===== src/rtl/core/sas_pkg.sv =====
// ----------------------------------------------------------------------------
// sas_pkg
// Shared types and codes for the session aging step pipeline.
// ----------------------------------------------------------------------------
package sas_pkg;

	localparam int TIME_W    = 48;
	localparam int CFG_IDX_W = 3;

	// protocol classes
	localparam logic [1:0] CLS_TCP   = 2'd0;
	localparam logic [1:0] CLS_ICMP  = 2'd1;
	localparam logic [1:0] CLS_UDP   = 2'd2;
	localparam logic [1:0] CLS_OTHER = 2'd3;

	// tcp session states
	localparam logic [2:0] TCP_CLOSED    = 3'd0;
	localparam logic [2:0] TCP_TRANSIENT = 3'd1;
	localparam logic [2:0] TCP_OPEN      = 3'd2;
	localparam logic [2:0] TCP_ENDING    = 3'd3;
	localparam logic [2:0] TCP_FREE      = 3'd4;

	// states of the other classes
	localparam logic [2:0] OTH_CLOSED   = 3'd0;
	localparam logic [2:0] OTH_TRANSMIT = 3'd1;
	localparam logic [2:0] OTH_IDLE     = 3'd2;

	// configuration register indexes
	localparam logic [CFG_IDX_W-1:0] REG_TCP_TRANSIENT = 3'd0;
	localparam logic [CFG_IDX_W-1:0] REG_TCP_OPEN      = 3'd1;
	localparam logic [CFG_IDX_W-1:0] REG_TCP_ENDING    = 3'd2;
	localparam logic [CFG_IDX_W-1:0] REG_ICMP          = 3'd3;
	localparam logic [CFG_IDX_W-1:0] REG_UDP           = 3'd4;
	localparam logic [CFG_IDX_W-1:0] REG_OTHER         = 3'd5;

	// register reset values, whole seconds
	localparam int RST_TCP_TRANSIENT = 240;
	localparam int RST_TCP_OPEN      = 7440;
	localparam int RST_TCP_ENDING    = 15;
	localparam int RST_ICMP          = 60;
	localparam int RST_UDP           = 300;
	localparam int RST_OTHER         = 300;

	typedef struct packed {
		logic [1:0] proto_class;
		logic [2:0] session_state;
	} sess_ctrl_t;

endpackage


===== src/rtl/core/sas_in_if.sv =====
// ----------------------------------------------------------------------------
// sas_in_if
// Input item channel: one expired session per item.
// ----------------------------------------------------------------------------
interface sas_in_if #(
	parameter int TMO_W = 24
);
	import sas_pkg::*;

	logic              valid;
	logic              ready;
	logic [1:0]        proto_class;
	logic [2:0]        session_state;
	logic [TIME_W-1:0] now_time;
	logic [TIME_W-1:0] last_packet_time;
	logic [TMO_W-1:0]  running_timeout;
	logic              override_valid;
	logic [TMO_W-1:0]  override_timeout;

	modport source (
		output valid, proto_class, session_state, now_time, last_packet_time,
		       running_timeout, override_valid, override_timeout,
		input  ready
	);

	modport sink (
		input  valid, proto_class, session_state, now_time, last_packet_time,
		       running_timeout, override_valid, override_timeout,
		output ready
	);
endinterface


===== src/rtl/core/sas_out_if.sv =====
// ----------------------------------------------------------------------------
// sas_out_if
// Result item channel: new state, delete flag and timers.
// ----------------------------------------------------------------------------
interface sas_out_if #(
	parameter int TMO_W = 24
);
	logic             valid;
	logic             ready;
	logic [2:0]       next_state;
	logic             delete_session;
	logic [TMO_W-1:0] rearm_timeout;
	logic [TMO_W-1:0] new_running_timeout;

	modport source (
		output valid, next_state, delete_session, rearm_timeout, new_running_timeout,
		input  ready
	);

	modport sink (
		input  valid, next_state, delete_session, rearm_timeout, new_running_timeout,
		output ready
	);
endinterface


===== src/rtl/core/sas_cfg_if.sv =====
// ----------------------------------------------------------------------------
// sas_cfg_if
// Configuration write channel: register index and write data.
// ----------------------------------------------------------------------------
interface sas_cfg_if #(
	parameter int TMO_W = 24
);
	import sas_pkg::*;

	logic                 valid;
	logic                 ready;
	logic [CFG_IDX_W-1:0] idx;
	logic [TMO_W-1:0]     wdata;

	modport source (
		output valid, idx, wdata,
		input  ready
	);

	modport sink (
		input  valid, idx, wdata,
		output ready
	);
endinterface


===== src/rtl/core/session_aging_step.sv =====
// ----------------------------------------------------------------------------
// session_aging_step
// Ages one expired flow session per item: new state, delete flag, timers.
// ----------------------------------------------------------------------------
// Usage:
//   items_in  carries one expired session: class, state, now and last
//             packet time (fixed point), running timeout and override.
//   results   returns one item per input item, in order: next state,
//             delete flag, re-arm timeout and updated running timeout.
//   cfg       writes the six timeout registers; ready is always high.
//             Write only while no item is in flight.
// Pipeline: three register stages (idle time, compare/subtract, state rule).
// Throughput is one item per cycle while the receiver takes results; each stage has its own valid bit.
// A stalled receiver holds the result register; ready runs back through
// every stage in the same cycle, so a stage with room still takes an item
// and nothing is lost or repeated.
// Reset clears all valid bits and loads the default timeouts.
// ----------------------------------------------------------------------------
module session_aging_step #(
	parameter int TIME_FRAC_BITS = 16,
	parameter int TIMEOUT_BITS   = 24
) (
	input  logic     clk,
	input  logic     arst_n,
	sas_in_if.sink   items_in,
	sas_out_if.source results,
	sas_cfg_if.sink  cfg
);
	import sas_pkg::*;

	localparam int TMO_W = TIMEOUT_BITS;

	logic [TMO_W-1:0]  est_tmo;
	logic [TMO_W-1:0]  closing_tmo;
	logic [TMO_W-1:0]  icmp_tmo;
	logic [TMO_W-1:0]  udp_tmo;
	logic [TMO_W-1:0]  other_tmo;

	sess_ctrl_t        in_ctrl;
	sess_ctrl_t        ctrl_1;
	sess_ctrl_t        ctrl_2;
	logic              vld_1;
	logic              rdy_1;
	logic              vld_2;
	logic              rdy_2;
	logic [TIME_W-1:0] idle_1;
	logic [TMO_W-1:0]  old_1;
	logic [TMO_W-1:0]  base_1;
	logic [TMO_W-1:0]  close_1;
	logic              reached_2;
	logic              shorten_2;
	logic              gt_2;
	logic [TMO_W-1:0]  short_2;
	logic [TMO_W-1:0]  base_2;
	logic [TMO_W-1:0]  old_2;
	logic [TMO_W-1:0]  close_2;
	logic [2:0]        orig_state;

	assign in_ctrl.proto_class   = items_in.proto_class;
	assign in_ctrl.session_state = items_in.session_state;

	sas_cfg_regs #(
		.TMO_W (TMO_W)
	) u_cfg (
		.clk         (clk),
		.arst_n      (arst_n),
		.cfg         (cfg),
		.est_tmo     (est_tmo),
		.closing_tmo (closing_tmo),
		.icmp_tmo    (icmp_tmo),
		.udp_tmo     (udp_tmo),
		.other_tmo   (other_tmo)
	);

	sas_idle_stage #(
		.TMO_W (TMO_W)
	) u_idle (
		.clk              (clk),
		.arst_n           (arst_n),
		.up_valid         (items_in.valid),
		.up_ready         (items_in.ready),
		.up_ctrl          (in_ctrl),
		.now_time         (items_in.now_time),
		.last_packet_time (items_in.last_packet_time),
		.running_timeout  (items_in.running_timeout),
		.override_valid   (items_in.override_valid),
		.override_timeout (items_in.override_timeout),
		.est_tmo          (est_tmo),
		.closing_tmo      (closing_tmo),
		.icmp_tmo         (icmp_tmo),
		.udp_tmo          (udp_tmo),
		.other_tmo        (other_tmo),
		.dn_valid         (vld_1),
		.dn_ready         (rdy_1),
		.dn_ctrl          (ctrl_1),
		.idle             (idle_1),
		.old_tmo          (old_1),
		.base_tmo         (base_1),
		.close_rearm      (close_1)
	);

	sas_test_stage #(
		.TMO_W  (TMO_W),
		.FRAC_W (TIME_FRAC_BITS)
	) u_test (
		.clk         (clk),
		.arst_n      (arst_n),
		.up_valid    (vld_1),
		.up_ready    (rdy_1),
		.up_ctrl     (ctrl_1),
		.idle        (idle_1),
		.old_tmo     (old_1),
		.base_tmo    (base_1),
		.close_rearm (close_1),
		.dn_valid    (vld_2),
		.dn_ready    (rdy_2),
		.dn_ctrl     (ctrl_2),
		.reached     (reached_2),
		.shorten     (shorten_2),
		.base_gt     (gt_2),
		.short_tmo   (short_2),
		.base_out    (base_2),
		.old_out     (old_2),
		.close_out   (close_2)
	);

	sas_result_stage #(
		.TMO_W (TMO_W)
	) u_result (
		.clk                 (clk),
		.arst_n              (arst_n),
		.up_valid            (vld_2),
		.up_ready            (rdy_2),
		.up_ctrl             (ctrl_2),
		.reached             (reached_2),
		.shorten             (shorten_2),
		.base_gt             (gt_2),
		.short_tmo           (short_2),
		.base_tmo            (base_2),
		.old_tmo             (old_2),
		.close_rearm         (close_2),
		.dn_valid            (results.valid),
		.dn_ready            (results.ready),
		.next_state          (results.next_state),
		.delete_session      (results.delete_session),
		.rearm_timeout       (results.rearm_timeout),
		.new_running_timeout (results.new_running_timeout),
		.session_state       (orig_state)
	);

`ifndef NO_ASSERTIONS
	a_deleted_state: assert property (@(posedge clk) disable iff (!arst_n)
		results.valid && results.delete_session |-> results.next_state == orig_state)
		else $error("deleted session changed state");

	a_stage_order: assert property (@(posedge clk) disable iff (!arst_n)
		vld_2 && !rdy_2 |-> results.valid && !results.ready)
		else $error("stage two stalled without a blocked result");

	a_entry_stall: assert property (@(posedge clk) disable iff (!arst_n)
		!items_in.ready |-> vld_1 && vld_2 && results.valid)
		else $error("input blocked while a stage is empty");
`endif

endmodule


===== src/rtl/core/sas_cfg_regs.sv =====
// ----------------------------------------------------------------------------
// sas_cfg_regs
// Timeout register file written through the configuration channel.
// ----------------------------------------------------------------------------
module sas_cfg_regs #(
	parameter int TMO_W = 24
) (
	input  logic             clk,
	input  logic             arst_n,
	sas_cfg_if.sink          cfg,
	output logic [TMO_W-1:0] est_tmo,
	output logic [TMO_W-1:0] closing_tmo,
	output logic [TMO_W-1:0] icmp_tmo,
	output logic [TMO_W-1:0] udp_tmo,
	output logic [TMO_W-1:0] other_tmo
);
	import sas_pkg::*;

	// transitory timeout is kept for software but never feeds a result
	logic [TMO_W-1:0] transitory_q;
	logic [TMO_W-1:0] est_q;
	logic [TMO_W-1:0] closing_q;
	logic [TMO_W-1:0] icmp_q;
	logic [TMO_W-1:0] udp_q;
	logic [TMO_W-1:0] other_q;

	assign cfg.ready = 1'b1;

	always_ff @(posedge clk or negedge arst_n) begin
		if (!arst_n) begin
			transitory_q <= TMO_W'(RST_TCP_TRANSIENT);
			est_q        <= TMO_W'(RST_TCP_OPEN);
			closing_q    <= TMO_W'(RST_TCP_ENDING);
			icmp_q       <= TMO_W'(RST_ICMP);
			udp_q        <= TMO_W'(RST_UDP);
			other_q      <= TMO_W'(RST_OTHER);
		end else if (cfg.valid) begin
			case (cfg.idx)
				REG_TCP_TRANSIENT: transitory_q <= cfg.wdata;
				REG_TCP_OPEN:      est_q        <= cfg.wdata;
				REG_TCP_ENDING:    closing_q    <= cfg.wdata;
				REG_ICMP:          icmp_q       <= cfg.wdata;
				REG_UDP:           udp_q        <= cfg.wdata;
				REG_OTHER:         other_q      <= cfg.wdata;
				default: ; // drop writes beyond the register list
			endcase
		end
	end

	assign est_tmo     = est_q;
	assign closing_tmo = closing_q;
	assign icmp_tmo    = icmp_q;
	assign udp_tmo     = udp_q;
	assign other_tmo   = other_q;

endmodule


===== src/rtl/core/sas_idle_stage.sv =====
// ----------------------------------------------------------------------------
// sas_idle_stage
// Stage 1: idle time, base timeout selection and closing re-arm value.
// ----------------------------------------------------------------------------
module sas_idle_stage #(
	parameter int TMO_W = 24
) (
	input  logic                      clk,
	input  logic                      arst_n,
	input  logic                      up_valid,
	output logic                      up_ready,
	input  sas_pkg::sess_ctrl_t       up_ctrl,
	input  logic [sas_pkg::TIME_W-1:0] now_time,
	input  logic [sas_pkg::TIME_W-1:0] last_packet_time,
	input  logic [TMO_W-1:0]          running_timeout,
	input  logic                      override_valid,
	input  logic [TMO_W-1:0]          override_timeout,
	input  logic [TMO_W-1:0]          est_tmo,
	input  logic [TMO_W-1:0]          closing_tmo,
	input  logic [TMO_W-1:0]          icmp_tmo,
	input  logic [TMO_W-1:0]          udp_tmo,
	input  logic [TMO_W-1:0]          other_tmo,
	output logic                      dn_valid,
	input  logic                      dn_ready,
	output sas_pkg::sess_ctrl_t       dn_ctrl,
	output logic [sas_pkg::TIME_W-1:0] idle,
	output logic [TMO_W-1:0]          old_tmo,
	output logic [TMO_W-1:0]          base_tmo,
	output logic [TMO_W-1:0]          close_rearm
);
	import sas_pkg::*;

	logic              vld_s1;
	sess_ctrl_t        ctrl_s1;
	logic [TIME_W-1:0] idle_s1;
	logic [TMO_W-1:0]  old_s1;
	logic [TMO_W-1:0]  base_s1;
	logic [TMO_W-1:0]  close_s1;

	logic [TIME_W:0]   diff;
	logic [TMO_W-1:0]  dflt;

	// borrow out means the last packet is in the future: idle is zero
	assign diff = {1'b0, now_time} - {1'b0, last_packet_time};

	always_comb begin
		case (up_ctrl.proto_class)
			CLS_TCP:  dflt = est_tmo;
			CLS_ICMP: dflt = icmp_tmo;
			CLS_UDP:  dflt = udp_tmo;
			default:  dflt = other_tmo;
		endcase
	end

	assign up_ready = !vld_s1 || dn_ready;

	always_ff @(posedge clk or negedge arst_n) begin
		if (!arst_n) begin
			vld_s1 <= 1'b0;
		end else if (up_ready) begin
			vld_s1 <= up_valid;
		end
	end

	always_ff @(posedge clk) begin
		if (up_ready && up_valid) begin
			ctrl_s1  <= up_ctrl;
			idle_s1  <= diff[TIME_W] ? '0 : diff[TIME_W-1:0];
			old_s1   <= running_timeout;
			base_s1  <= override_valid ? override_timeout : dflt;
			close_s1 <= (closing_tmo == '0) ? TMO_W'(1) : closing_tmo;
		end
	end

	assign dn_valid    = vld_s1;
	assign dn_ctrl     = ctrl_s1;
	assign idle        = idle_s1;
	assign old_tmo     = old_s1;
	assign base_tmo    = base_s1;
	assign close_rearm = close_s1;

endmodule


===== src/rtl/core/sas_test_stage.sv =====
// ----------------------------------------------------------------------------
// sas_test_stage
// Stage 2: timeout reach test, one-tenth test and idle-seconds subtract.
// ----------------------------------------------------------------------------
module sas_test_stage #(
	parameter int TMO_W  = 24,
	parameter int FRAC_W = 16
) (
	input  logic                      clk,
	input  logic                      arst_n,
	input  logic                      up_valid,
	output logic                      up_ready,
	input  sas_pkg::sess_ctrl_t       up_ctrl,
	input  logic [sas_pkg::TIME_W-1:0] idle,
	input  logic [TMO_W-1:0]          old_tmo,
	input  logic [TMO_W-1:0]          base_tmo,
	input  logic [TMO_W-1:0]          close_rearm,
	output logic                      dn_valid,
	input  logic                      dn_ready,
	output sas_pkg::sess_ctrl_t       dn_ctrl,
	output logic                      reached,
	output logic                      shorten,
	output logic                      base_gt,
	output logic [TMO_W-1:0]          short_tmo,
	output logic [TMO_W-1:0]          base_out,
	output logic [TMO_W-1:0]          old_out,
	output logic [TMO_W-1:0]          close_out
);
	import sas_pkg::*;

	localparam int CMP_W = (TIME_W + 4 > TMO_W + FRAC_W) ? TIME_W + 4 : TMO_W + FRAC_W;

	logic              vld_s2;
	sess_ctrl_t        ctrl_s2;
	logic              reached_s2;
	logic              shorten_s2;
	logic              gt_s2;
	logic [TMO_W-1:0]  short_s2;
	logic [TMO_W-1:0]  base_s2;
	logic [TMO_W-1:0]  old_s2;
	logic [TMO_W-1:0]  close_s2;

	logic [CMP_W-1:0]  scaled;
	logic [CMP_W-1:0]  idle_w;
	logic [CMP_W-1:0]  idle_x10;
	logic [TIME_W-1:0] secs;

	assign scaled   = CMP_W'(old_tmo) << FRAC_W;
	assign idle_w   = CMP_W'(idle);
	assign idle_x10 = (idle_w << 3) + (idle_w << 1);
	assign secs     = idle >> FRAC_W;

	assign up_ready = !vld_s2 || dn_ready;

	always_ff @(posedge clk or negedge arst_n) begin
		if (!arst_n) begin
			vld_s2 <= 1'b0;
		end else if (up_ready) begin
			vld_s2 <= up_valid;
		end
	end

	always_ff @(posedge clk) begin
		if (up_ready && up_valid) begin
			ctrl_s2    <= up_ctrl;
			reached_s2 <= idle_w >= scaled;
			shorten_s2 <= idle_x10 > scaled;
			gt_s2      <= TIME_W'(base_tmo) > secs;
			// only used when base exceeds secs, so the low bits are exact
			short_s2   <= base_tmo - secs[TMO_W-1:0];
			base_s2    <= base_tmo;
			old_s2     <= old_tmo;
			close_s2   <= close_rearm;
		end
	end

	assign dn_valid  = vld_s2;
	assign dn_ctrl   = ctrl_s2;
	assign reached   = reached_s2;
	assign shorten   = shorten_s2;
	assign base_gt   = gt_s2;
	assign short_tmo = short_s2;
	assign base_out  = base_s2;
	assign old_out   = old_s2;
	assign close_out = close_s2;

endmodule


===== src/rtl/core/sas_result_stage.sv =====
// ----------------------------------------------------------------------------
// sas_result_stage
// Stage 3: per-class state rule and the registered result item.
// ----------------------------------------------------------------------------
module sas_result_stage #(
	parameter int TMO_W = 24
) (
	input  logic                clk,
	input  logic                arst_n,
	input  logic                up_valid,
	output logic                up_ready,
	input  sas_pkg::sess_ctrl_t up_ctrl,
	input  logic                reached,
	input  logic                shorten,
	input  logic                base_gt,
	input  logic [TMO_W-1:0]    short_tmo,
	input  logic [TMO_W-1:0]    base_tmo,
	input  logic [TMO_W-1:0]    old_tmo,
	input  logic [TMO_W-1:0]    close_rearm,
	output logic                dn_valid,
	input  logic                dn_ready,
	output logic [2:0]          next_state,
	output logic                delete_session,
	output logic [TMO_W-1:0]    rearm_timeout,
	output logic [TMO_W-1:0]    new_running_timeout,
	output logic [2:0]          session_state
);
	import sas_pkg::*;

	logic             vld_s3;
	logic [2:0]       state_s3;
	logic             del_s3;
	logic [TMO_W-1:0] rearm_s3;
	logic [TMO_W-1:0] nrun_s3;
	logic [2:0]       orig_s3;

	logic [TMO_W-1:0] act_base;
	logic [TMO_W-1:0] act_tmo;
	logic [2:0]       ns;
	logic             del;
	logic [TMO_W-1:0] rearm;
	logic [TMO_W-1:0] nrun;

	always_comb begin
		if (!shorten) begin
			act_base = base_tmo;
		end else if (base_gt) begin
			act_base = short_tmo;
		end else begin
			act_base = TMO_W'(1);
		end
		act_tmo = (act_base == '0) ? TMO_W'(1) : act_base;
	end

	always_comb begin
		ns    = up_ctrl.session_state;
		del   = 1'b0;
		rearm = '0;
		nrun  = old_tmo;
		if (up_ctrl.proto_class == CLS_TCP) begin
			case (up_ctrl.session_state)
				TCP_CLOSED, TCP_TRANSIENT: begin
					ns    = TCP_ENDING;
					rearm = close_rearm;
				end
				TCP_OPEN: begin
					if (reached) begin
						ns    = TCP_ENDING;
						rearm = close_rearm;
					end else begin
						nrun  = act_tmo;
						rearm = act_tmo;
					end
				end
				TCP_ENDING: begin
					ns    = TCP_FREE;
					rearm = TMO_W'(1);
				end
				default: del = 1'b1;
			endcase
		end else begin
			case (up_ctrl.session_state)
				OTH_CLOSED, OTH_TRANSMIT: begin
					if (reached) begin
						ns    = OTH_IDLE;
						rearm = TMO_W'(1);
					end else begin
						nrun  = act_tmo;
						rearm = act_tmo;
					end
				end
				default: del = 1'b1;
			endcase
		end
	end

	assign up_ready = !vld_s3 || dn_ready;

	always_ff @(posedge clk or negedge arst_n) begin
		if (!arst_n) begin
			vld_s3 <= 1'b0;
		end else if (up_ready) begin
			vld_s3 <= up_valid;
		end
	end

	always_ff @(posedge clk) begin
		if (up_ready && up_valid) begin
			state_s3 <= ns;
			del_s3   <= del;
			rearm_s3 <= rearm;
			nrun_s3  <= nrun;
			orig_s3  <= up_ctrl.session_state;
		end
	end

	assign dn_valid            = vld_s3;
	assign next_state          = state_s3;
	assign delete_session      = del_s3;
	assign rearm_timeout       = rearm_s3;
	assign new_running_timeout = nrun_s3;
	assign session_state       = orig_s3;

`ifndef NO_ASSERTIONS
	a_del_no_timer: assert property (@(posedge clk) disable iff (!arst_n)
		vld_s3 && del_s3 |-> rearm_s3 == '0 && state_s3 == orig_s3)
		else $error("deleted session carries a timer or a new state");

	a_live_has_timer: assert property (@(posedge clk) disable iff (!arst_n)
		vld_s3 && !del_s3 |-> rearm_s3 != '0)
		else $error("live session re-armed with zero timeout");

	a_active_rearm: assert property (@(posedge clk) disable iff (!arst_n)
		vld_s3 && !del_s3 && state_s3 == orig_s3 |-> rearm_s3 == nrun_s3)
		else $error("active session re-arm differs from running timeout");

	a_stall_hold: assert property (@(posedge clk) disable iff (!arst_n)
		vld_s3 && !dn_ready |=> vld_s3 && $stable(rearm_s3) && $stable(state_s3))
		else $error("stalled result changed");
`endif

endmodule

===== src/flat_wrapper.sv =====
// flat-port wrapper written by rule: the top's interface ports become plain ports
module session_aging_step_flat import sas_pkg::*;
#(
	parameter int TIME_FRAC_BITS = 16,
	parameter int TIMEOUT_BITS   = 24
)
  (clk, arst_n, items_in_valid, items_in_proto_class, items_in_session_state, items_in_now_time, items_in_last_packet_time, items_in_running_timeout, items_in_override_valid, items_in_override_timeout, items_in_ready, results_valid, results_next_state, results_delete_session, results_rearm_timeout, results_new_running_timeout, results_ready, cfg_valid, cfg_idx, cfg_wdata, cfg_ready);
  sas_in_if items_in_i ();
  sas_out_if results_i ();
  sas_cfg_if cfg_i ();
  input  logic clk;
  input  logic arst_n;
  input wire logic [$bits(items_in_i.valid)-1:0] items_in_valid;
  input wire logic [$bits(items_in_i.proto_class)-1:0] items_in_proto_class;
  input wire logic [$bits(items_in_i.session_state)-1:0] items_in_session_state;
  input wire logic [$bits(items_in_i.now_time)-1:0] items_in_now_time;
  input wire logic [$bits(items_in_i.last_packet_time)-1:0] items_in_last_packet_time;
  input wire logic [$bits(items_in_i.running_timeout)-1:0] items_in_running_timeout;
  input wire logic [$bits(items_in_i.override_valid)-1:0] items_in_override_valid;
  input wire logic [$bits(items_in_i.override_timeout)-1:0] items_in_override_timeout;
  output wire logic [$bits(items_in_i.ready)-1:0] items_in_ready;
  output wire logic [$bits(results_i.valid)-1:0] results_valid;
  output wire logic [$bits(results_i.next_state)-1:0] results_next_state;
  output wire logic [$bits(results_i.delete_session)-1:0] results_delete_session;
  output wire logic [$bits(results_i.rearm_timeout)-1:0] results_rearm_timeout;
  output wire logic [$bits(results_i.new_running_timeout)-1:0] results_new_running_timeout;
  input wire logic [$bits(results_i.ready)-1:0] results_ready;
  input wire logic [$bits(cfg_i.valid)-1:0] cfg_valid;
  input wire logic [$bits(cfg_i.idx)-1:0] cfg_idx;
  input wire logic [$bits(cfg_i.wdata)-1:0] cfg_wdata;
  output wire logic [$bits(cfg_i.ready)-1:0] cfg_ready;
  assign items_in_i.valid = items_in_valid;
  assign items_in_i.proto_class = items_in_proto_class;
  assign items_in_i.session_state = items_in_session_state;
  assign items_in_i.now_time = items_in_now_time;
  assign items_in_i.last_packet_time = items_in_last_packet_time;
  assign items_in_i.running_timeout = items_in_running_timeout;
  assign items_in_i.override_valid = items_in_override_valid;
  assign items_in_i.override_timeout = items_in_override_timeout;
  assign items_in_ready = items_in_i.ready;
  assign results_valid = results_i.valid;
  assign results_next_state = results_i.next_state;
  assign results_delete_session = results_i.delete_session;
  assign results_rearm_timeout = results_i.rearm_timeout;
  assign results_new_running_timeout = results_i.new_running_timeout;
  assign results_i.ready = results_ready;
  assign cfg_i.valid = cfg_valid;
  assign cfg_i.idx = cfg_idx;
  assign cfg_i.wdata = cfg_wdata;
  assign cfg_ready = cfg_i.ready;
  session_aging_step #(.TIME_FRAC_BITS(TIME_FRAC_BITS), .TIMEOUT_BITS(TIMEOUT_BITS)) u_core (.clk(clk), .arst_n(arst_n), .items_in(items_in_i), .results(results_i), .cfg(cfg_i));
endmodule

===== config.mk =====
export PLATFORM = sky130hd
export DESIGN_NAME = session_aging_step_flat
export DESIGN_NICKNAME = d
export VERILOG_FILES = /design/src/rtl/core/sas_pkg.sv /design/src/rtl/core/sas_in_if.sv /design/src/rtl/core/sas_out_if.sv /design/src/rtl/core/sas_cfg_if.sv /design/src/rtl/core/session_aging_step.sv /design/src/rtl/core/sas_cfg_regs.sv /design/src/rtl/core/sas_idle_stage.sv /design/src/rtl/core/sas_test_stage.sv /design/src/rtl/core/sas_result_stage.sv /design/src/flat_wrapper.sv
export SDC_FILE = /design/constraint.sdc
export NUM_CORES = 1
export LEC_CHECK = 0
export BUFFER_PORTS_ARGS = -buffer_cell sky130_fd_sc_hd__buf_2
export CORE_AREA = 4 4 323 262
export CTS_BUF_LIST = sky130_fd_sc_hd__clkbuf_4
export DETAILED_ROUTE_END_ITERATION = 16
export DIE_AREA = 0 0 327 266
export SLEW_MARGIN = 25
export SYNTH_ARGS = -nofsm -noshare
export SYNTH_HDL_FRONTEND = slang
export SYNTH_SLANG_ARGS = --single-unit

===== constraint.sdc =====
create_clock -name clk -period 14.55 [get_ports clk]
set_input_delay 2.1825 -clock clk [delete_from_list [all_inputs] [get_ports clk]]
set_output_delay 2.1825 -clock clk [all_outputs]
set_load 0.02 [all_outputs]

* After elaboration in Yosys (flattened, before gate mapping)
Cells that the tools add are included.
** Storage, ports and cells
- Register bits after elaboration :: 404
- Input port bits :: 182
- Output and inout bits :: 55
- Logic and storage cells :: 86
** Cells by class
- Add/sub/neg operators :: 3
- $lt $le $gt $ge :: 3
- Equal/unequal tests :: 10
- Mux-type cells :: 22
- Reductions and logical operators :: 21
** Operator list (count)
- $mux 24 :: 12
- $pmux 24 s3 :: 2
- $add 51x49->52 :: 1
- $gt 52x40->1 :: 1
- $sub 48x48->49 :: 1
- $ge 48x40->1 :: 1
- $logic_not 24->1 :: 2
- $gt 24x32->1 :: 1
- $sub 24x24->24 :: 1
- $eq 3x2->1 const B :: 4
- $mux 3 :: 4
- $reduce_and 2->1 :: 5
- $pmux 3 s3 :: 1
- $eq 3x1->1 const B :: 2
- $eq 3x3->1 const B :: 2
- $logic_not 2->1 :: 2
- $reduce_or 4->1 :: 1
- $logic_and 1x1->1 :: 3
- $logic_not 1->1 :: 3
- $logic_not 3->1 :: 1
- $logic_or 1x1->1 :: 3
- $mux 1 :: 3
- $eq 2x1->1 const B :: 1
- $eq 2x2->1 const B :: 1
- $reduce_or 2->1 :: 1

* Longest topological paths before layout
Gate-level depths: netlist (run 1).
- Depth in word-level cells :: 7
- Mapped depth :: 24

* Hierarchy
From an unflattened synthesis (run 1), not the netlist that was laid out.
** Unflattened totals
- Cell total of the unflattened synthesis :: 2167
- Area total of the unflattened synthesis :: 24378.4 um^2
** Modules (own cells, without submodules)
- sas_test_stage :: times used 1, cells each 885, area each 8585.7 um^2, sequential area each 3148.0 um^2
- sas_idle_stage :: times used 1, cells each 747, area each 8034.0 um^2, sequential area each 3778.6 um^2
- sas_cfg_regs :: times used 1, cells each 260, area each 4780.8 um^2, sequential area each 3029.2 um^2
- sas_result_stage :: times used 1, cells each 275, area each 2977.9 um^2, sequential area each 1676.6 um^2

* Least setup slack after synthesis (run 1)
Ideal clock, no wire load.
- Kind :: input port to flip-flop
- Start point :: input results_ready
- End point :: register u_core.u_idle.base_s1[0] (netlist: u_core.u_idle.base_tmo[0]) (enable)
- Setup time :: 0.498 ns
- Arrival time :: 5.374 ns
- Required time :: 14.052 ns
- Setup slack :: 8.678 ns
- Cell stages on the path :: 3
- Buffers on the path :: 0
- Cell sequence :: nor2b_1 nand3_1 and2_1
** Between the ends
- Word-level cells in the longest chain between the ends :: 4
** Ends and longest elaborated chain
- from (decl) :: line flat_wrapper.sv:27 : input wire logic [$bits(results_i.ready)-1:0] results_ready;
- $logic_or 1x1->1 :: line sas_result_stage.sv:97 : assign up_ready = !vld_s3 || dn_ready;
- $logic_or 1x1->1 :: line sas_test_stage.sv:53 : assign up_ready = !vld_s2 || dn_ready;
- $logic_or 1x1->1 :: line sas_idle_stage.sv:55 : assign up_ready = !vld_s1 || dn_ready;
- net items_in_ready :: line flat_wrapper.sv:21 : output wire logic [$bits(items_in_i.ready)-1:0] items_in_ready;
- $logic_and 1x1->1 :: line sas_idle_stage.sv:66 : if (up_ready && up_valid) begin
- to (signal assigned) :: line sas_idle_stage.sv:70 : base_s1 <= override_valid ? override_timeout : dflt;
- to (decl) :: line sas_idle_stage.sv:37 : logic [TMO_W-1:0] base_s1;
The timed path passes the listed nets, and every way through them passes these cells.
A chain may end at the register's enable or synchronous reset.

* Worst setup path in the final report (run 1)
- Start point :: register u_core.u_idle.idle_s1[0] (netlist: u_core.u_idle.idle[0])
- End point :: register u_core.u_test.shorten_s2 (netlist: u_core.u_test.shorten) (data pin)
** Between the ends
- Word-level cells in the longest chain between the ends :: 2
** Ends and longest elaborated chain
- from (decl) :: line sas_idle_stage.sv:35 : logic [TIME_W-1:0] idle_s1;
- from (signal assigned) :: line sas_idle_stage.sv:68 : idle_s1 <= diff[TIME_W] ? '0 : diff[TIME_W-1:0];
- $add 51x49->52 :: line sas_test_stage.sv:50 : assign idle_x10 = (idle_w << 3) + (idle_w << 1);
- $gt 52x40->1 :: line sas_test_stage.sv:67 : shorten_s2 <= idle_x10 > scaled;
- to (signal assigned) :: line sas_test_stage.sv:67
- to (decl) :: line sas_test_stage.sv:36 : logic shorten_s2;
Every way passes these cells.

==> out/results.ini, run 1 <==
[grt]
antenna_found_initial = 12
grt_use_total_pct = 15.4
gr-total-overflow = 0
grt_max_degree = 71
first_global_vias = 17200
grt_pass1_wl_um = 103000

[timing]
finalHoldViolCount = 0
max_slew.worst_pin.slew_ns = 0.948
tns_ns = 0
rsz0062_at_grt = no
period_share_pct = 38.1
max-slew-margin-rel_pct = 35.9
slew_viol_final = 0
max_freq_mhz = 180
skew_ns = 0.0772
setup_violations = 0
period_needed_ns = 5.55

[critical_path]
path_max_fanout = 4
required_ns = 15.13
crit_type = reg -> reg
arrival_ns = 6.12
cp-end-kind = flop
critPathLaunchType = flop
r2r_slack_ns = 9.00

[floorplanning]
dieHeight_um = 266
initial_core_util_pct = 28.8
rows = 94
die_area_um2 = 87000
io_pins = 237
design.core.area_um2 = 81500
die_w_um = 327

[placement]
detailed_place_hpwl_um = 53100
place_congestion = 0.908
dp_cells = 3356
io_buffers = 235

[route]
drt_iter0_markers = 1335
wl_per_cell_um = 19.3
drt_pre_antenna_iters = 5
post_drt_via_cell_ratio = 4.96
drc = 0
wl_um = 68600
final_antenna_net_count = 0
via_count = 17600

[yosys]
async_flop_share_pct = 30.4
postSynthAreaPerCell_um2 = 11.1
yosysWarnings = 0
yosysSeqAreaShare_pct = 49.3
synth_area_um2 = 23400
ys_ff_latch = 404
synth_ff_type = edfxtp_1
synth-edff-count = 281
synth_nets = 2455
ys_types = 81
synth_cells = 2104

[clock_tree]
clock-sinks = 404
post_cts_resized = 0
postCtsHoldBufs = 0
clockRootBuffer = clkbuf_4
clockBufferDepth = 3
htree_num_levels = 3
post_cts_buffers = 0
clk_latency_ns = 0.85
clk_pin_slew_ns = 0.07
numCtsBuffers = 105
cts_tree = yes

[power]
p_seq_share_pct = 45.3
intPower_w = 0.00236
swShare_pct = 32.0
vdd_drop_max_mv = 0.0599
p_clk_share_pct = 28.6
power.share.combinational_pct = 26.1
p_sw_w = 0.00111
p_per_area_nw_per_um2 = 128
leakage_nw = 11.3

[final_layout]
final_cell_mix = 281 x edfxtp_1, 234 x buf_2, 166 x ha_1
final_common_cell = edfxtp_1
final_nets = 2710
fin_cells = 3553
syn_to_final_growth_pct = 15.7
drive_gt1_share_pct = 26.5

[run_status]
status = completed

[job]
drv_cap = 0

[worst_hold_path]
hold_class = reg -> reg

state kept, by name, summed over array words and instances (netlist names), 24 cells and up:
register                             cells
u_core.u_cfg.icmp_tmo                   24
u_core.u_idle.base_tmo                  24
u_core.u_idle.idle                      48
u_core.u_cfg.est_tmo                    24
u_core.u_cfg.udp_tmo                    24
u_core.u_cfg.closing_tmo                24
u_core.u_result.rearm_timeout           24
u_core.u_result.new_running_timeout     24
u_core.u_test.base_out                  24
u_core.u_test.short_tmo                 24
u_core.u_idle.close_rearm               24
u_core.u_cfg.other_tmo                  24
u_core.u_test.close_out                 24
u_core.u_idle.old_tmo                   24
u_core.u_test.old_out                   24
worst paths after layout:
kind	endpoint	start	cells after the start
min reg2reg	u_core.u_test.close_out[22]	u_core.u_idle.close_rearm[22]	0
min	u_core.u_test.close_out[22]	u_core.u_idle.close_rearm[22]	0
max reg2reg	u_core.u_test.shorten	u_core.u_idle.idle[0]	24
min in group asynchronous	u_core.u_cfg.est_tmo[3]	arst_n	1
max	u_core.u_test.shorten	u_core.u_idle.idle[0]	24
max in group asynchronous	u_core.u_cfg.udp_tmo[19]	arst_n	2
cells by family after synthesis:
logic type / Yosys count / share of synthesized area (%)
compound gates: 511 / 14.0
simple gates: 506 / 10.6
flops: 404 / 49.3
buf+inv: 250 / 4.20
mux: 171 / 9.35
fa+ha+maj: 169 / 9.12
xor+xnor: 92 / 3.44
other cells: 1 / 0.0160
cell usage after synthesis (6+ instances only):
master / n / area share [%]
dfstp_2: 21 / 2.4
nor3_1: 29 / 0.62
o2111ai_1: 8 / 0.30
xor2_1: 31 / 1.2
clkbuf_1: 88 / 1.4
mux2_2: 144 / 6.9
or2_2: 8 / 0.21
a211oi_1: 13 / 0.42
nand3_1: 38 / 0.81
xnor2_1: 61 / 2.3
nor2_1: 135 / 2.2
nand4_1: 27 / 0.72
nand2b_1: 31 / 0.83
and4_1: 9 / 0.34
edfxtp_1: 281 / 36
and3_1: 13 / 0.35
o22ai_1: 25 / 0.67
dfrtp_1: 102 / 11
nor4_1: 17 / 0.45
mux4_2: 24 / 2.3
o21a_1: 22 / 0.70
o21ai_0: 103 / 2.2
a21oi_1: 151 / 3.2
ha_1: 166 / 8.9
nor2b_1: 33 / 0.88
a21o_1: 66 / 2.1
o211ai_1: 15 / 0.48
a31oi_1: 26 / 0.69
o21bai_1: 11 / 0.35
nand2_1: 132 / 2.1
o31ai_1: 9 / 0.29
and2_1: 10 / 0.27
a211o_1: 6 / 0.22
or3_1: 6 / 0.16
inv_1: 148 / 2.4
area by class of cell:
class / instances / area, µm²
fillers: 8244 / 54400
flip-flops and latches: 404 / 11500
multi-input cells: 1450 / 11000
well taps: 1104 / 1380
repair buffers: 250 / 1290
clock buffers: 158 / 1190
inverters: 148 / 556
clock inverters: 35 / 188
diodes: 4 / 10.0
power by group through the flow:
stage | Combinational [W] | Clock, W | Sequential [W]
CTS | 0.000903 | 0.00102 | 0.00157
finish | 0.000906 | 0.000992 | 0.00157
global route | 0.00100 | 0.00109 | 0.00159
global placement | 0.000896 | 0 | 0.00159
detailed placement | 0.000897 | 0 | 0.00159
floorplan | 0.000649 | 0 | 0.00155
worst max-delay path, cell delays in order (launching register included):
cell and delay (ns):
edfxtp_1 0.39, ha_1 0.19, inv_1 0.05, fa_1 0.39, nor2b_1 0.17, o2111ai_1 0.19, a31o_2 0.31, a2111oi_0 0.43
nor3_1 0.17, nor3_1 0.22, nor2_1 0.10, o31a_1 0.35, xnor2_1 0.15, ha_1 0.30, nand4_1 0.14, nor2_1 0.23
nand3_1 0.10, nor4_1 0.22, nand4_1 0.13, nor4_1 0.23, a31oi_1 0.16, a311oi_1 0.22, o2111ai_1 0.15, nor3_1 0.19
nand4_1 0.11
layer usage:
layer	part of all wire [%]	vias up	GRT usage [%]	wire length (µm)
met5	0.10	-	0	70
met4	1.9	12	3.93	1290
met3	7.0	91	3.89	4820
met2	43	604	23.0	29500
met1	48	8540	22.3	32900
li1	-	8362	-	-
stage by stage:
stage | worst slack (ns) | area, µm² | hold slack [ns] | util, % | power [W]
final | 9.00 | 27100 | 0.398 | 33.3 | 0.00347
after global routing | 8.60 | 27100 | 0.391 | 33.3 | 0.00368
after CTS | 9.05 | 27100 | 0.389 | 33.3 | 0.00350
after detailed placement | 8.65 | 25700 | 0.405 | 31.6 | 0.00249
after global placement | 8.64 | 25700 | 0.403 | 31.6 | 0.00249
after floorplan | 8.68 | 23400 | 0.400 | - | 0.00220
Power figures use the tool's default switching activity.
==> inputs of run 2 (changes only) <==
--- a/config.mk
+++ b/config.mk
@@ -5,11 +5,12 @@
 export SDC_FILE = /design/constraint.sdc
 export NUM_CORES = 1
 export LEC_CHECK = 0
+export ABC_AREA = 1
 export BUFFER_PORTS_ARGS = -buffer_cell sky130_fd_sc_hd__buf_2
-export CORE_AREA = 4 4 323 262
+export CORE_AREA = 4 4 337 273
 export CTS_BUF_LIST = sky130_fd_sc_hd__clkbuf_4
 export DETAILED_ROUTE_END_ITERATION = 16
-export DIE_AREA = 0 0 327 266
+export DIE_AREA = 0 0 341 277
 export SLEW_MARGIN = 25
 export SYNTH_ARGS = -nofsm -noshare
 export SYNTH_HDL_FRONTEND = slang
==> constraint.sdc (replaced) <==
create_clock -name clk -period 5.8 [get_ports clk]
set_input_delay 0.87 -clock clk [delete_from_list [all_inputs] [get_ports clk]]
set_output_delay 0.87 -clock clk [all_outputs]
set_load 0.02 [all_outputs]
==> run 2 against run 1 <==
Effect of this change:
- combinational power grew to 3.4 times the previous value
- synthesized area increased by 9.1%
- clock skew is 0.0057 ns higher
- routed wire length is 23% higher
- final cell count grew 34%
- largest cell class is now multi-input gates
- largest power group unchanged
- highest routed layer unchanged
==> out/results.ini, run 2 <==
[run_status]
status = completed  ; unchanged

[clock_tree]
clk_pin_slew_ns = 0.07  ; about the same
clk_latency_ns = 0.89  ; was 0.85 ns
numCtsBuffers = 105  ; unchanged
postCtsHoldBufs = 0  ; unchanged
post_cts_resized = 0  ; unchanged
clockBufferDepth = 3  ; unchanged
htree_num_levels = 3  ; unchanged
post_cts_buffers = 0  ; unchanged
cts_tree = yes  ; unchanged
clockRootBuffer = clkbuf_4  ; unchanged
clock-sinks = 404  ; unchanged

[floorplanning]
die_w_um = 341  ; was 327 µm
dieHeight_um = 277  ; was 266 µm
rows = 98  ; was 94
die_area_um2 = 94500  ; was 87,000 µm²
initial_core_util_pct = 28.8  ; about the same
design.core.area_um2 = 88700  ; was 81,500 µm²
io_pins = 237  ; unchanged

[placement]
io_buffers = 235  ; unchanged
place_congestion = 0.989  ; was 0.908
dp_cells = 4575  ; was 3,356
detailed_place_hpwl_um = 66800  ; was 53,100 µm
preCtsSetupSlack_ns = 1.57  ; was 8.65 ns

[critical_path]
critPathLaunchType = flop  ; unchanged
required_ns = 6.41  ; was 15.13 ns
r2r-end = u_core.u_test.shorten  ; unchanged
critPathTopFamily = simple AND/OR/NAND/NOR gates  ; unchanged
cp-end-kind = flop  ; unchanged
r2r.worst_path.cells = 28  ; was 24
slowest_delay_ns = 0.40  ; was 0.43 ns
crit_type = reg -> reg  ; unchanged
r2r_start = u_core.u_idle.idle[2]  ; was u_core.u_idle.idle[0]
crit_path_frequent_cell = nand2_1
slowest_stage = fa_1  ; was a2111oi_0
critPathBufInv = 2  ; was 1
r2r_slack_ns = 1.50  ; was 9.00 ns
arrival_ns = 4.91  ; was 6.12 ns
path_max_fanout = 4  ; unchanged

[timing]
tns_ns = 0  ; unchanged
setup_violations = 0  ; unchanged
skew_ns = 0.0829  ; was 0.0772 ns
max_freq_mhz = 232  ; was 180 MHz
max_slew.worst_pin.slew_ns = 1.01  ; was 0.948 ns
period_needed_ns = 4.30  ; was 5.55 ns
worst_slack_ns = 1.50  ; was 9.00 ns
period_share_pct = 74.2  ; was 38.1%
finalHoldViolCount = 0  ; unchanged
rsz0062_at_grt = no  ; unchanged
slew_viol_final = 0  ; unchanged
max-slew-margin-rel_pct = 32.3  ; was 35.9%

[route]
drt_pre_antenna_iters = 6  ; was 5
drt_iter0_markers = 2036  ; was 1,335
wl_um = 84700  ; was 68,600 µm
final_antenna_net_count = 0  ; unchanged
wl_per_cell_um = 17.7  ; was 19.3 µm
via_count = 23000  ; was 17,600
drc = 0  ; unchanged
post_drt_via_cell_ratio = 4.81  ; was 4.96

[grt]
antenna_found_initial = 4  ; was 12
first_global_vias = 21700  ; was 17,200
grt_max_degree = 72  ; was 71
grt_pass1_wl_um = 127000  ; was 103,000 µm
grt_use_total_pct = 17.3  ; was 15.4%
gr-total-overflow = 0  ; unchanged

[yosys]
synth_area_leaders = edfxtp_1 33%, nand2_1 12%, dfrtp_1 10%  ; was edfxtp_1 36%, dfrtp_1 11%, ha_1 8.9%
post-synth-top-count-cell = nand2_1  ; was edfxtp_1
synth_cells = 3223  ; was 2,104
ys_ff_latch = 404  ; unchanged
netlist.area_leader.share_pct = 33.0  ; was 36.0%
async_flop_share_pct = 30.4  ; unchanged
yosysSeqAreaShare_pct = 45.2  ; was 49.3%
postSynthAreaPerCell_um2 = 7.93  ; was 11.1 µm²
synth-edff-count = 281  ; unchanged
synth_area_um2 = 25600  ; was 23,400 µm²
synth_ff_type = edfxtp_1  ; unchanged
yosysWarnings = 0  ; unchanged
ys_types = 48  ; was 81
synthTopCellsByCount = 824 x nand2_1, 501 x inv_1, 312 x o21ai_0  ; was 281 x edfxtp_1, 166 x ha_1, 151 x a21oi_1
synth_nets = 3574  ; was 2,455
yosys.area.top_type = edfxtp_1  ; unchanged

[final_layout]
syn_to_final_growth_pct = 15.1  ; was 15.7%
fin_cells = 4771  ; was 3,553
final_cell_mix = 821 x nand2_1, 499 x inv_1, 312 x o21ai_0  ; was 281 x edfxtp_1, 234 x buf_2, 166 x ha_1
multi_input_area_um2 = 11800  ; was 11,000 µm²
seq_area_um2 = 11500  ; unchanged
fillers = 9414  ; was 8,244
largest_reg_flops = 48  ; unchanged
final_common_cell = nand2_1  ; was edfxtp_1
final_core_util_pct = 33.2  ; was 33.3%
final_nets = 3833  ; was 2,710
drive_gt1_share_pct = 13.1  ; was 26.5%

[job]
drv_cap = 0  ; unchanged

[power]
vdd_drop_max_mv = 0.153  ; was 0.0599 mV
p_per_area_nw_per_um2 = 333  ; was 128 nW/µm²
leakage_nw = 13.8  ; was 11.3 nW

[worst_hold_path]
hold_class = in -> async  ; was reg -> reg

[run 2: routing by layer]
metal	wire (µm)	GRT usage, %	share of wire, %	vias up
li1	-	-	-	11200
met1	40000	25.4	47	10700
met2	35000	24.9	41	885
met3	7330	4.22	8.7	128
met4	2220	5.41	2.6	4
met5	27	0	0.032	-
[run 2: cell families (layout without fill, tap and decap cells)]
logic type                 Yosys count  count (layout)  share of synthesized area (%)
buffers and inverters              602             947                           8.97
adders and majority gates          169             169                           8.36
AOI/OAI and AO/OA                  629             629                           13.6
xor gates and xnor gates            73              73                           2.50
DFF                                404             404                           45.2
other                                1               4                         0.0147
and+or+nand+nor                   1345            1345                           21.4
[run 2: worst max-delay path by stage]
stage	slack, ns	cells after the start	start	to
finish	1.50	28	u_core.u_idle.idle[2]	u_core.u_test.shorten
global placement	1.67	26	u_core.u_idle.idle[5]	u_core.u_test.shorten
floorplan	1.59	6	results_ready	u_core.u_idle.base_tmo[0]
global route	0.98	28	u_core.u_idle.idle[2]	u_core.u_test.shorten
detailed placement	1.57	28	u_core.u_idle.idle[2]	u_core.u_test.shorten
CTS	1.56	28	u_core.u_idle.idle[2]	u_core.u_test.shorten
[run 2: metrics by stage]
stage	instance area [µm²]	hold WS (ns)	total power [W]
2_1_floorplan	25600	0.400	0.00614
3_3_place_gp	28000	0.402	0.00717
3_5_place_dp	28000	0.405	0.00719
4_1_cts	29400	0.0496	0.00984
5_1_grt	29400	0.0802	0.0105
6_report	29400	0.0924	0.00980
[run 2: power by group]
| group | total (W) | internal [W] | switching, W |
|---|---|---|---|
| sequential | 0.00411 | 0.00379 | 0.000316 |
| clock | 0.00261 | 0.00138 | 0.00123 |
| combinational | 0.00307 | 0.000992 | 0.00208 |
| total | 0.00980 | 0.00617 | 0.00363 |
[run 2: worst register-to-register path: cells and delay by family, from the launching register on]
family                     cells  cell delay [ns]
and+or+nand+nor               19             1.82
xor gates and xnor gates       1             0.15
adders and majority gates      3             0.90
AOI/OAI and AO/OA              3             0.65
buffers and inverters          2             0.18
DFF                            1             0.37
[run 2: layout make-up]
type                            instances  share of cell area (%)
Antenna cell                            3                  0.0255
Clock buffer                          157                    4.01
Clock inverter                         36                   0.842
Inverter                              506                    6.47
Multi-Input combinational cell       2217                    40.0
Sequential cell                       404                    39.2
Tap cell                             1200                    5.10
Timing Repair Buffer                  248                    4.34
